## config.mk

```make
export PLATFORM = sky130hd
export DESIGN_NAME = ethernet_ipv4_header_parser
export DESIGN_NICKNAME = d
export VERILOG_FILES = /design/src/rtl/eip_pkg.sv /design/src/rtl/eip_front.sv /design/src/rtl/eip_queue.sv /design/src/rtl/eip_back.sv /design/src/rtl/ethernet_ipv4_header_parser.sv
export VERILOG_INCLUDE_DIRS = /design/src /design/src/rtl
export SDC_FILE = /design/constraint.sdc
export NUM_CORES = 1
export LEC_CHECK = 0
export BUFFER_PORTS_ARGS = -buffer_cell sky130_fd_sc_hd__buf_2
export CAP_MARGIN = 25
export CORE_UTILIZATION = 61
export DETAILED_ROUTE_END_ITERATION = 16
export PLACE_DENSITY = 0.9
export SLEW_MARGIN = 20
export SYNTH_ARGS = -nofsm -noshare
export SYNTH_HDL_FRONTEND = slang
export SYNTH_HIERARCHICAL = 1
export SYNTH_SLANG_ARGS = --single-unit
```

## constraint.sdc

```tcl
create_clock -name i_clk -period 18.19 [get_ports i_clk]
set_input_delay 3.638 -clock i_clk [delete_from_list [all_inputs] [get_ports i_clk]]
set_output_delay 3.638 -clock i_clk [all_outputs]
set_load 0.01 [all_outputs]
```

## src/rtl/ethernet_ipv4_header_parser_assert.svh

```systemverilog
// Assertion macros used by the header parser RTL (eip_queue).
// Uses i_clk and i_rst_n of the module that expands them.
`ifndef ETHERNET_IPV4_HEADER_PARSER_ASSERT_SVH
`define ETHERNET_IPV4_HEADER_PARSER_ASSERT_SVH
`ifndef ASSERT_OFF
`define EIP_ASSERT(lbl, prop, msg) \
    lbl: assert property (@(posedge i_clk) disable iff (!i_rst_n) (prop)) else $error(msg);
`define EIP_ASSERT_NEXT(lbl, ante, cons, msg) \
    lbl: assert property (@(posedge i_clk) disable iff (!i_rst_n) (ante) |=> (cons)) \
        else $error(msg);
`else
`define EIP_ASSERT(lbl, prop, msg)
`define EIP_ASSERT_NEXT(lbl, ante, cons, msg)
`endif
`endif

```

## src/rtl/eip_pkg.sv

```systemverilog
// Shared constants and the result record type of the header parser.
// No dependencies.
`default_nettype none
package eip_pkg;

    localparam int unsigned MaxVlanTags = 4;
    localparam int unsigned QueueDepth  = 4;
    localparam int unsigned QueueAw     = $clog2(QueueDepth);

    localparam logic [2:0] ST_OK      = 3'd0;
    localparam logic [2:0] ST_UNKNOWN = 3'd1;
    localparam logic [2:0] ST_NOT_V4  = 3'd2;
    localparam logic [2:0] ST_OTHER   = 3'd3;
    localparam logic [2:0] ST_TRUNC   = 3'd4;
    localparam logic [2:0] ST_TAGS    = 3'd5;

    localparam logic [15:0] ETYPE_IPV4  = 16'h0800;
    localparam logic [15:0] ETYPE_VLAN  = 16'h8100;
    localparam logic [15:0] ETYPE_MPLS  = 16'h8847;
    localparam logic [15:0] ETYPE_PPPOE = 16'h8864;
    localparam logic [7:0]  PROTO_TCP   = 8'd6;
    localparam logic [7:0]  PROTO_SCTP  = 8'd132;

    typedef struct packed {
        logic [2:0]  status;
        logic        vlan_present;
        logic [11:0] vlan_id;
        logic [3:0]  ip_version;
        logic [5:0]  ip_header_length;
        logic [15:0] ip_total_length;
        logic [7:0]  ip_protocol;
        logic [31:0] source_address;
        logic [31:0] dest_address;
    } t_result;

endpackage
`default_nettype wire

```

## src/rtl/eip_front.sv

```systemverilog
// Front end: byte-wide header parse state machine, one result record per frame.
// Depends on eip_pkg.
`default_nettype none
module eip_front (
    input  wire logic             i_clk,
    input  wire logic             i_rst_n,
    input  wire logic             i_valid,
    input  wire logic [7:0]       i_data_byte,
    input  wire logic             i_frame_end,
    output logic                  o_stall,
    input  wire logic             i_full,
    output logic                  o_push,
    output eip_pkg::t_result      o_result
);

    localparam logic [2:0] PH_ETH   = 3'd0;
    localparam logic [2:0] PH_VLAN  = 3'd1;
    localparam logic [2:0] PH_MPLS  = 3'd2;
    localparam logic [2:0] PH_PPPOE = 3'd3;
    localparam logic [2:0] PH_IPV4  = 3'd4;
    localparam logic [2:0] PH_DONE  = 3'd5;

    logic [2:0]  r_phase,  n_phase;
    logic [5:0]  r_pos,    n_pos;
    logic [15:0] r_ts,     n_ts;
    logic [2:0]  r_tags,   n_tags;
    logic [11:0] r_vlan,   n_vlan;
    logic [31:0] r_hw,     n_hw;
    logic [31:0] r_src,    n_src;
    logic [31:0] r_dst,    n_dst;
    logic [2:0]  r_status, n_status;

    logic        w_accept;
    logic        w_follow;
    logic        w_from_vlan;
    logic        w_ok;

    assign o_stall  = i_full;
    assign w_accept = i_valid && !i_full;
    assign o_push   = w_accept && i_frame_end;

    always_comb begin
        n_phase     = r_phase;
        n_pos       = r_pos;
        n_ts        = r_ts;
        n_tags      = r_tags;
        n_vlan      = r_vlan;
        n_hw        = r_hw;
        n_src       = r_src;
        n_dst       = r_dst;
        n_status    = r_status;
        w_follow    = 1'b0;
        w_from_vlan = 1'b0;
        if (r_phase != PH_DONE) begin
            n_pos = r_pos + 6'd1;
            case (r_phase)
                PH_ETH: begin
                    n_ts = {r_ts[7:0], i_data_byte};
                    if ((r_pos == 6'd13 && n_ts != 16'd0) || r_pos == 6'd15) begin
                        w_follow = 1'b1;
                    end
                end
                PH_VLAN: begin
                    n_ts = {r_ts[7:0], i_data_byte};
                    if (r_pos == 6'd1) begin
                        n_vlan = n_ts[11:0];
                    end else if (r_pos == 6'd3) begin
                        w_follow    = 1'b1;
                        w_from_vlan = 1'b1;
                    end
                end
                PH_MPLS: begin
                    if (r_pos == 6'd3) begin
                        n_phase = PH_IPV4;
                        n_pos   = 6'd0;
                    end
                end
                PH_PPPOE: begin
                    if (r_pos == 6'd7) begin
                        n_phase = PH_IPV4;
                        n_pos   = 6'd0;
                    end
                end
                PH_IPV4: begin
                    if (r_pos == 6'd0) begin
                        n_hw = {i_data_byte, 24'd0};
                    end else if (r_pos == 6'd2) begin
                        n_hw[23:16] = i_data_byte;
                    end else if (r_pos == 6'd3) begin
                        n_hw[15:8] = i_data_byte;
                        if (r_hw[31:28] != 4'd4) begin
                            n_status = eip_pkg::ST_NOT_V4;
                            n_phase  = PH_DONE;
                            n_pos    = 6'd0;
                        end
                    end else if (r_pos == 6'd9) begin
                        n_hw[7:0] = i_data_byte;
                        if (i_data_byte != eip_pkg::PROTO_TCP &&
                            i_data_byte != eip_pkg::PROTO_SCTP) begin
                            n_status = eip_pkg::ST_OTHER;
                            n_phase  = PH_DONE;
                            n_pos    = 6'd0;
                        end
                    end else if (r_pos >= 6'd12 && r_pos <= 6'd15) begin
                        n_src = {r_src[23:0], i_data_byte};
                    end else if (r_pos >= 6'd16 && r_pos <= 6'd19) begin
                        n_dst = {r_dst[23:0], i_data_byte};
                        if (r_pos == 6'd19) begin
                            n_status = eip_pkg::ST_OK;
                            n_phase  = PH_DONE;
                            n_pos    = 6'd0;
                        end
                    end
                end
                default: begin
                    n_phase = PH_DONE;
                end
            endcase
            if (w_follow) begin
                n_pos = 6'd0;
                if (n_ts == eip_pkg::ETYPE_IPV4) begin
                    n_phase = PH_IPV4;
                end else if (n_ts == eip_pkg::ETYPE_VLAN) begin
                    if (r_tags >= 3'(eip_pkg::MaxVlanTags)) begin
                        n_status = eip_pkg::ST_TAGS;
                        n_phase  = PH_DONE;
                    end else begin
                        n_tags  = r_tags + 3'd1;
                        n_phase = PH_VLAN;
                    end
                end else if (!w_from_vlan && n_ts == eip_pkg::ETYPE_MPLS) begin
                    n_phase = PH_MPLS;
                end else if (w_from_vlan && n_ts == eip_pkg::ETYPE_PPPOE) begin
                    n_phase = PH_PPPOE;
                end else begin
                    n_status = eip_pkg::ST_UNKNOWN;
                    n_phase  = PH_DONE;
                end
            end
        end
    end

    assign w_ok = (n_status == eip_pkg::ST_OK);

    always_comb begin
        o_result.status           = n_status;
        o_result.vlan_present     = (n_tags != 3'd0);
        o_result.vlan_id          = n_vlan;
        o_result.ip_version       = n_hw[31:28];
        o_result.ip_header_length = {n_hw[27:24], 2'b00};
        o_result.ip_total_length  = n_hw[23:8];
        o_result.ip_protocol      = w_ok ? n_hw[7:0] : 8'd0;
        o_result.source_address   = w_ok ? n_src : 32'd0;
        o_result.dest_address     = w_ok ? n_dst : 32'd0;
    end

    always_ff @(posedge i_clk) begin
        if (!i_rst_n || o_push) begin
            r_phase  <= PH_ETH;
            r_pos    <= 6'd0;
            r_ts     <= 16'd0;
            r_tags   <= 3'd0;
            r_vlan   <= 12'd0;
            r_hw     <= 32'd0;
            r_src    <= 32'd0;
            r_dst    <= 32'd0;
            r_status <= eip_pkg::ST_TRUNC;
        end else if (w_accept) begin
            r_phase  <= n_phase;
            r_pos    <= n_pos;
            r_ts     <= n_ts;
            r_tags   <= n_tags;
            r_vlan   <= n_vlan;
            r_hw     <= n_hw;
            r_src    <= n_src;
            r_dst    <= n_dst;
            r_status <= n_status;
        end
    end

endmodule
`default_nettype wire

```

## src/rtl/eip_queue.sv

```systemverilog
// Short result queue between the parse front end and the output stage.
// Depends on eip_pkg and the assertion macro header.
`default_nettype none
`include "ethernet_ipv4_header_parser_assert.svh"
module eip_queue (
    input  wire logic              i_clk,
    input  wire logic              i_rst_n,
    input  wire logic              i_push,
    input  wire eip_pkg::t_result  i_data,
    output logic                   o_full,
    input  wire logic              i_pop,
    output logic                   o_nonempty,
    output eip_pkg::t_result       o_data
);

    localparam int unsigned Aw = eip_pkg::QueueAw;

    eip_pkg::t_result  r_mem [eip_pkg::QueueDepth];
    logic [Aw-1:0]     r_wr;
    logic [Aw-1:0]     r_rd;
    logic [Aw:0]       r_count, n_count;

    assign o_full     = (r_count == (Aw+1)'(eip_pkg::QueueDepth));
    assign o_nonempty = (r_count != '0);
    assign o_data     = r_mem[r_rd];

    always_comb begin
        n_count = r_count;
        if (i_push && !i_pop) begin
            n_count = r_count + (Aw+1)'(1);
        end else if (!i_push && i_pop) begin
            n_count = r_count - (Aw+1)'(1);
        end
    end

    always_ff @(posedge i_clk) begin
        if (i_push) begin
            r_mem[r_wr] <= i_data;
        end
    end

    always_ff @(posedge i_clk) begin
        if (!i_rst_n) begin
            r_wr    <= '0;
            r_rd    <= '0;
            r_count <= '0;
        end else begin
            if (i_push) begin
                r_wr <= r_wr + Aw'(1);
            end
            if (i_pop) begin
                r_rd <= r_rd + Aw'(1);
            end
            r_count <= n_count;
        end
    end

    `EIP_ASSERT(a_no_overflow, !(i_push && o_full), "push into full result queue")
    `EIP_ASSERT(a_no_underflow, !(i_pop && !o_nonempty), "pop from empty result queue")
    `EIP_ASSERT_NEXT(a_count_track, i_push && !i_pop, r_count == $past(r_count) + (Aw+1)'(1), "queue count lost a push")

endmodule
`default_nettype wire

```

## src/rtl/eip_back.sv

```systemverilog
// Back end: output register that drains the result queue under downstream stall.
// Depends on eip_pkg.
`default_nettype none
module eip_back (
    input  wire logic              i_clk,
    input  wire logic              i_rst_n,
    input  wire logic              i_nonempty,
    input  wire eip_pkg::t_result  i_data,
    output logic                   o_pop,
    input  wire logic              i_stall,
    output logic                   o_valid,
    output eip_pkg::t_result       o_result
);

    logic              r_valid;
    eip_pkg::t_result  r_result;

    assign o_pop    = i_nonempty && (!r_valid || !i_stall);
    assign o_valid  = r_valid;
    assign o_result = r_result;

    always_ff @(posedge i_clk) begin
        if (!i_rst_n) begin
            r_valid <= 1'b0;
        end else if (!r_valid || !i_stall) begin
            r_valid <= i_nonempty;
        end
    end

    always_ff @(posedge i_clk) begin
        if (o_pop) begin
            r_result <= i_data;
        end
    end

endmodule
`default_nettype wire

```

## src/rtl/ethernet_ipv4_header_parser.sv

```systemverilog
// Ethernet/VLAN/MPLS/PPPoE to IPv4 header parser, one frame byte per cycle.
// A byte is taken every cycle; the input stalls only while the four-entry result
// queue is full, which happens only when the output side stalls across several
// short frames. Each frame yields one result record from its frame_end byte; the
// record enters the queue at that edge and moves from the queue into the output
// register once that register is free. No configuration and no clearing pass.
// Depends on eip_pkg, eip_front, eip_queue and eip_back.
`default_nettype none
module ethernet_ipv4_header_parser (
    input  wire logic         i_clk,
    input  wire logic         i_rst_n,
    input  wire logic         i_valid,
    output logic              o_stall,
    input  wire logic [7:0]   i_data_byte,
    input  wire logic         i_frame_end,
    output logic              o_valid,
    input  wire logic         i_stall,
    output logic [2:0]        o_status,
    output logic              o_vlan_present,
    output logic [11:0]       o_vlan_id,
    output logic [3:0]        o_ip_version,
    output logic [5:0]        o_ip_header_length,
    output logic [15:0]       o_ip_total_length,
    output logic [7:0]        o_ip_protocol,
    output logic [31:0]       o_source_address,
    output logic [31:0]       o_dest_address
);

    logic              w_full;
    logic              w_push;
    logic              w_pop;
    logic              w_nonempty;
    eip_pkg::t_result  w_front_res;
    eip_pkg::t_result  w_queue_res;
    eip_pkg::t_result  w_out_res;

    eip_front u_front (
        .i_clk       (i_clk),
        .i_rst_n     (i_rst_n),
        .i_valid     (i_valid),
        .i_data_byte (i_data_byte),
        .i_frame_end (i_frame_end),
        .o_stall     (o_stall),
        .i_full      (w_full),
        .o_push      (w_push),
        .o_result    (w_front_res)
    );

    eip_queue u_queue (
        .i_clk      (i_clk),
        .i_rst_n    (i_rst_n),
        .i_push     (w_push),
        .i_data     (w_front_res),
        .o_full     (w_full),
        .i_pop      (w_pop),
        .o_nonempty (w_nonempty),
        .o_data     (w_queue_res)
    );

    eip_back u_back (
        .i_clk      (i_clk),
        .i_rst_n    (i_rst_n),
        .i_nonempty (w_nonempty),
        .i_data     (w_queue_res),
        .o_pop      (w_pop),
        .i_stall    (i_stall),
        .o_valid    (o_valid),
        .o_result   (w_out_res)
    );

    assign o_status           = w_out_res.status;
    assign o_vlan_present     = w_out_res.vlan_present;
    assign o_vlan_id          = w_out_res.vlan_id;
    assign o_ip_version       = w_out_res.ip_version;
    assign o_ip_header_length = w_out_res.ip_header_length;
    assign o_ip_total_length  = w_out_res.ip_total_length;
    assign o_ip_protocol      = w_out_res.ip_protocol;
    assign o_source_address   = w_out_res.source_address;
    assign o_dest_address     = w_out_res.dest_address;

endmodule
`default_nettype wire
```

==> metrics.csv <==
metric,value,unit
PostCTS Resize Cnt,0,
final hold slack,456,ps
unrepaired setup endpoints after global routing,no,
Synth cell types,69,
vias per cell,6.22,
register area share after synthesis,0.716,
Syn-to-layout area delta,11.4,%
crit path from,i_data_byte[3],
"Slew Viols, Final",0,
area of the multi-input gates,7230,sq um
Congestion Overflow GR,0,
total track usage,0.253,
Routed Antenna Nets,0,
CP required,18470,ps
# rows,78,
drt drc,0,
fill count,2750,
Initial Util,0.619,
hold_buf cts,0,
top-count cell post-synth,edfxtp_1,
clk_lat worst skew,610,ps
Die Width,217,microns
initial antenna violation count,0,
Iter 0 DRT Violations,1678,
crit-path max FO,72,
CTS tree,yes,
CORE AREA,45400,sq um
Syn Inst Count,1774,
Max Clk Rate,150,MHz
pin count of the biggest net entering global routing,73,
CTS max path bufs,3,
Final setup viols,0,
# diodes,0,
TritonRoute pass-1 iters,5,
Post-synth top flop,edfxtp_1,
synth top area cells,"edfxtp_1, dfxtp_1, mux4_2, mux2i_1, nand2_1",
GPL Wtd Cong,0.895,
vias in the first global route,15900,
worst endpoint data arrival time,6950,ps
"Avg Cell Area, Syn",15.8,sq um
detailed placement HPWL,32900,microns
"area leader, netlist",edfxtp_1,
Post-synth top cells,"edfxtp_1, nand2_1, nor2_1",
first-pass GRT wire length,89900,microns
kind of critical path,in2reg,
area share of the largest cell type after synthesis,0.609,
Post-synth EDFFs,570,
synthesized area,28100,sq um
Total Wirelength,58300,microns
Finished Core Util,0.690,
maximum capacitance violations,0,
Max transition margin,0.314,
worst vdd ir,172,uV
H-tree depth,3,
"FF+latch count, synth",719,
fraction of registers with async set or reset after synthesis,0,
Final #Nets,1891,
clock root cell,clkbuf_16,
Final Hold Vio Count,0,
Leak,11.0,nW
fin crit share,0.367,
Hold Path Class,reg2reg,
share of cells above drive strength 1,0.219,
full die area,46900,sq um
CTS sink count,719,
status,finished clean,
CTS buffer count,69,
postcts setup bufs,0,
port bufs,128,
pwr dens,137,nW/um^2
Critical Path Sink Type,flip-flop,
Storage cell area,20100,sq um
post-DR wirelength/cell,23.1,microns
Worst Skew,33.7,ps
Startpoint Class,primary input,
start point of the worst min-delay path,u_front/r_dst[27],
min Tclk post-route,6670,ps
synth warn,6,
die height,217,microns
routed vias,15700,
# IOs,129,
slew of the pin with the lowest slew margin,1030,ps
worst flop-to-flop path startpoint,u_front/r_phase[2],
clock slew at reported path FFs,60,ps
Setup TNS Final,0,ps
worst max-delay path, stage by stage:
cell and delay, ps:
buf_2 250, nor4_1 370, a21oi_1 160, a2111oi_0 730, a211oi_2 190, a31oi_2 340, nand4b_1 190, buf_4 760
nor2_1 280
where the power goes:
group / switching, mW / internal (mW) / leakage, nW
Combinational: 0.425 / 0.302 / 3.17
Clock: 0.601 / 0.833 / 1.13
Sequential: 0.0918 / 2.04 / 6.68
path summary, 6_finish.rpt:
kind / cells past startpoint / end / slack, ps
worst max-delay path: 9 / u_queue/r_mem[2][32] / 11520
worst min-delay path: 2 / u_front/r_dst[27] / 460
worst max register to register: 8 / u_queue/r_mem[2][32] / 14220
worst min register to register: 2 / u_front/r_dst[27] / 460
state kept, by name, indices dropped and copies added, names as in the netlist, named ones only:
register	cells
u_queue/r_count	3
u_front/r_ts	16
u_queue/r_mem	456
u_front/r_status	3
u_front/r_src	32
u_front/r_pos	6
u_queue/r_rd	2
u_back/o_result	114
u_front/r_vlan	12
u_front/r_dst	32
u_front/r_tags	3
u_back/o_valid	1
u_front/r_hw	32
u_front/r_phase	3
u_queue/r_wr	2
cell families (layout without fill, tap and decap cells):
kind of cell	after synthesis	in the layout	share of synthesized area
AND/OR/NAND/NOR	490	490	0.0784
XOR/XNOR	8	8	0.00250
other	1	2	0.000134
multiplexers	228	228	0.133
AO/OA/AOI/OAI	173	173	0.0361
adder cells (fa/ha/maj)	12	12	0.00561
buffers and inverters	143	291	0.0286
flip-flops	719	719	0.716
stage by stage:
| stage | cell area [sq um] | power [mW] | cells | setup slack, ps |
|---|---|---|---|---|
| 2_1_floorplan | 28100 | 2.68 | 1775 | 4510 |
| 3_3_place_gp | 28900 | 2.87 | 2392 | 11160 |
| 3_5_place_dp | 28900 | 2.89 | 2392 | 10960 |
| 4_1_cts | 31200 | 4.32 | 2520 | 11590 |
| 5_1_grt | 31300 | 4.44 | 2523 | 11330 |
| 6_report | 31300 | 4.29 | 2523 | 11520 |
cells in the final DEF (no fill, tap or decap), types with 12 or more instances in the layout:
cell type  Yosys  routed
edfxtp_1     570     570
dfxtp_1      149     147
nor3_1        30      30
buf_4         31      20
inv_1         12      12
clkbuf_1      64      14
a21oi_1      113     113
mux4_2       114     114
mux2_2        20      20
o21ai_0       12      12
nand2_1      218     218
mux2i_1       94      94
buf_2         17     128
nor2_1       150     148
clkbuf_16      0      74
nand3_1       17      16
area by class of cell:
class | instances | area share
Clock buffer | 91 | 0.0622
Inverter | 12 | 0.00144
Timing Repair Buffer | 151 | 0.0274
Multi-Input combinational cell | 913 | 0.231
Sequential cell | 719 | 0.643
Clock inverter | 37 | 0.0113
Tap cell | 600 | 0.0240
routing by layer:
layer	share of wire	up-vias	wire, microns	track usage
met5	0	-	0	0
met4	0.037	0	2170	0.113
met3	0.077	125	4490	0.0427
met2	0.49	731	28800	0.408
met1	0.39	7964	22800	0.342
li1	-	6879	-	-
(Power assumes the default switching activity.)
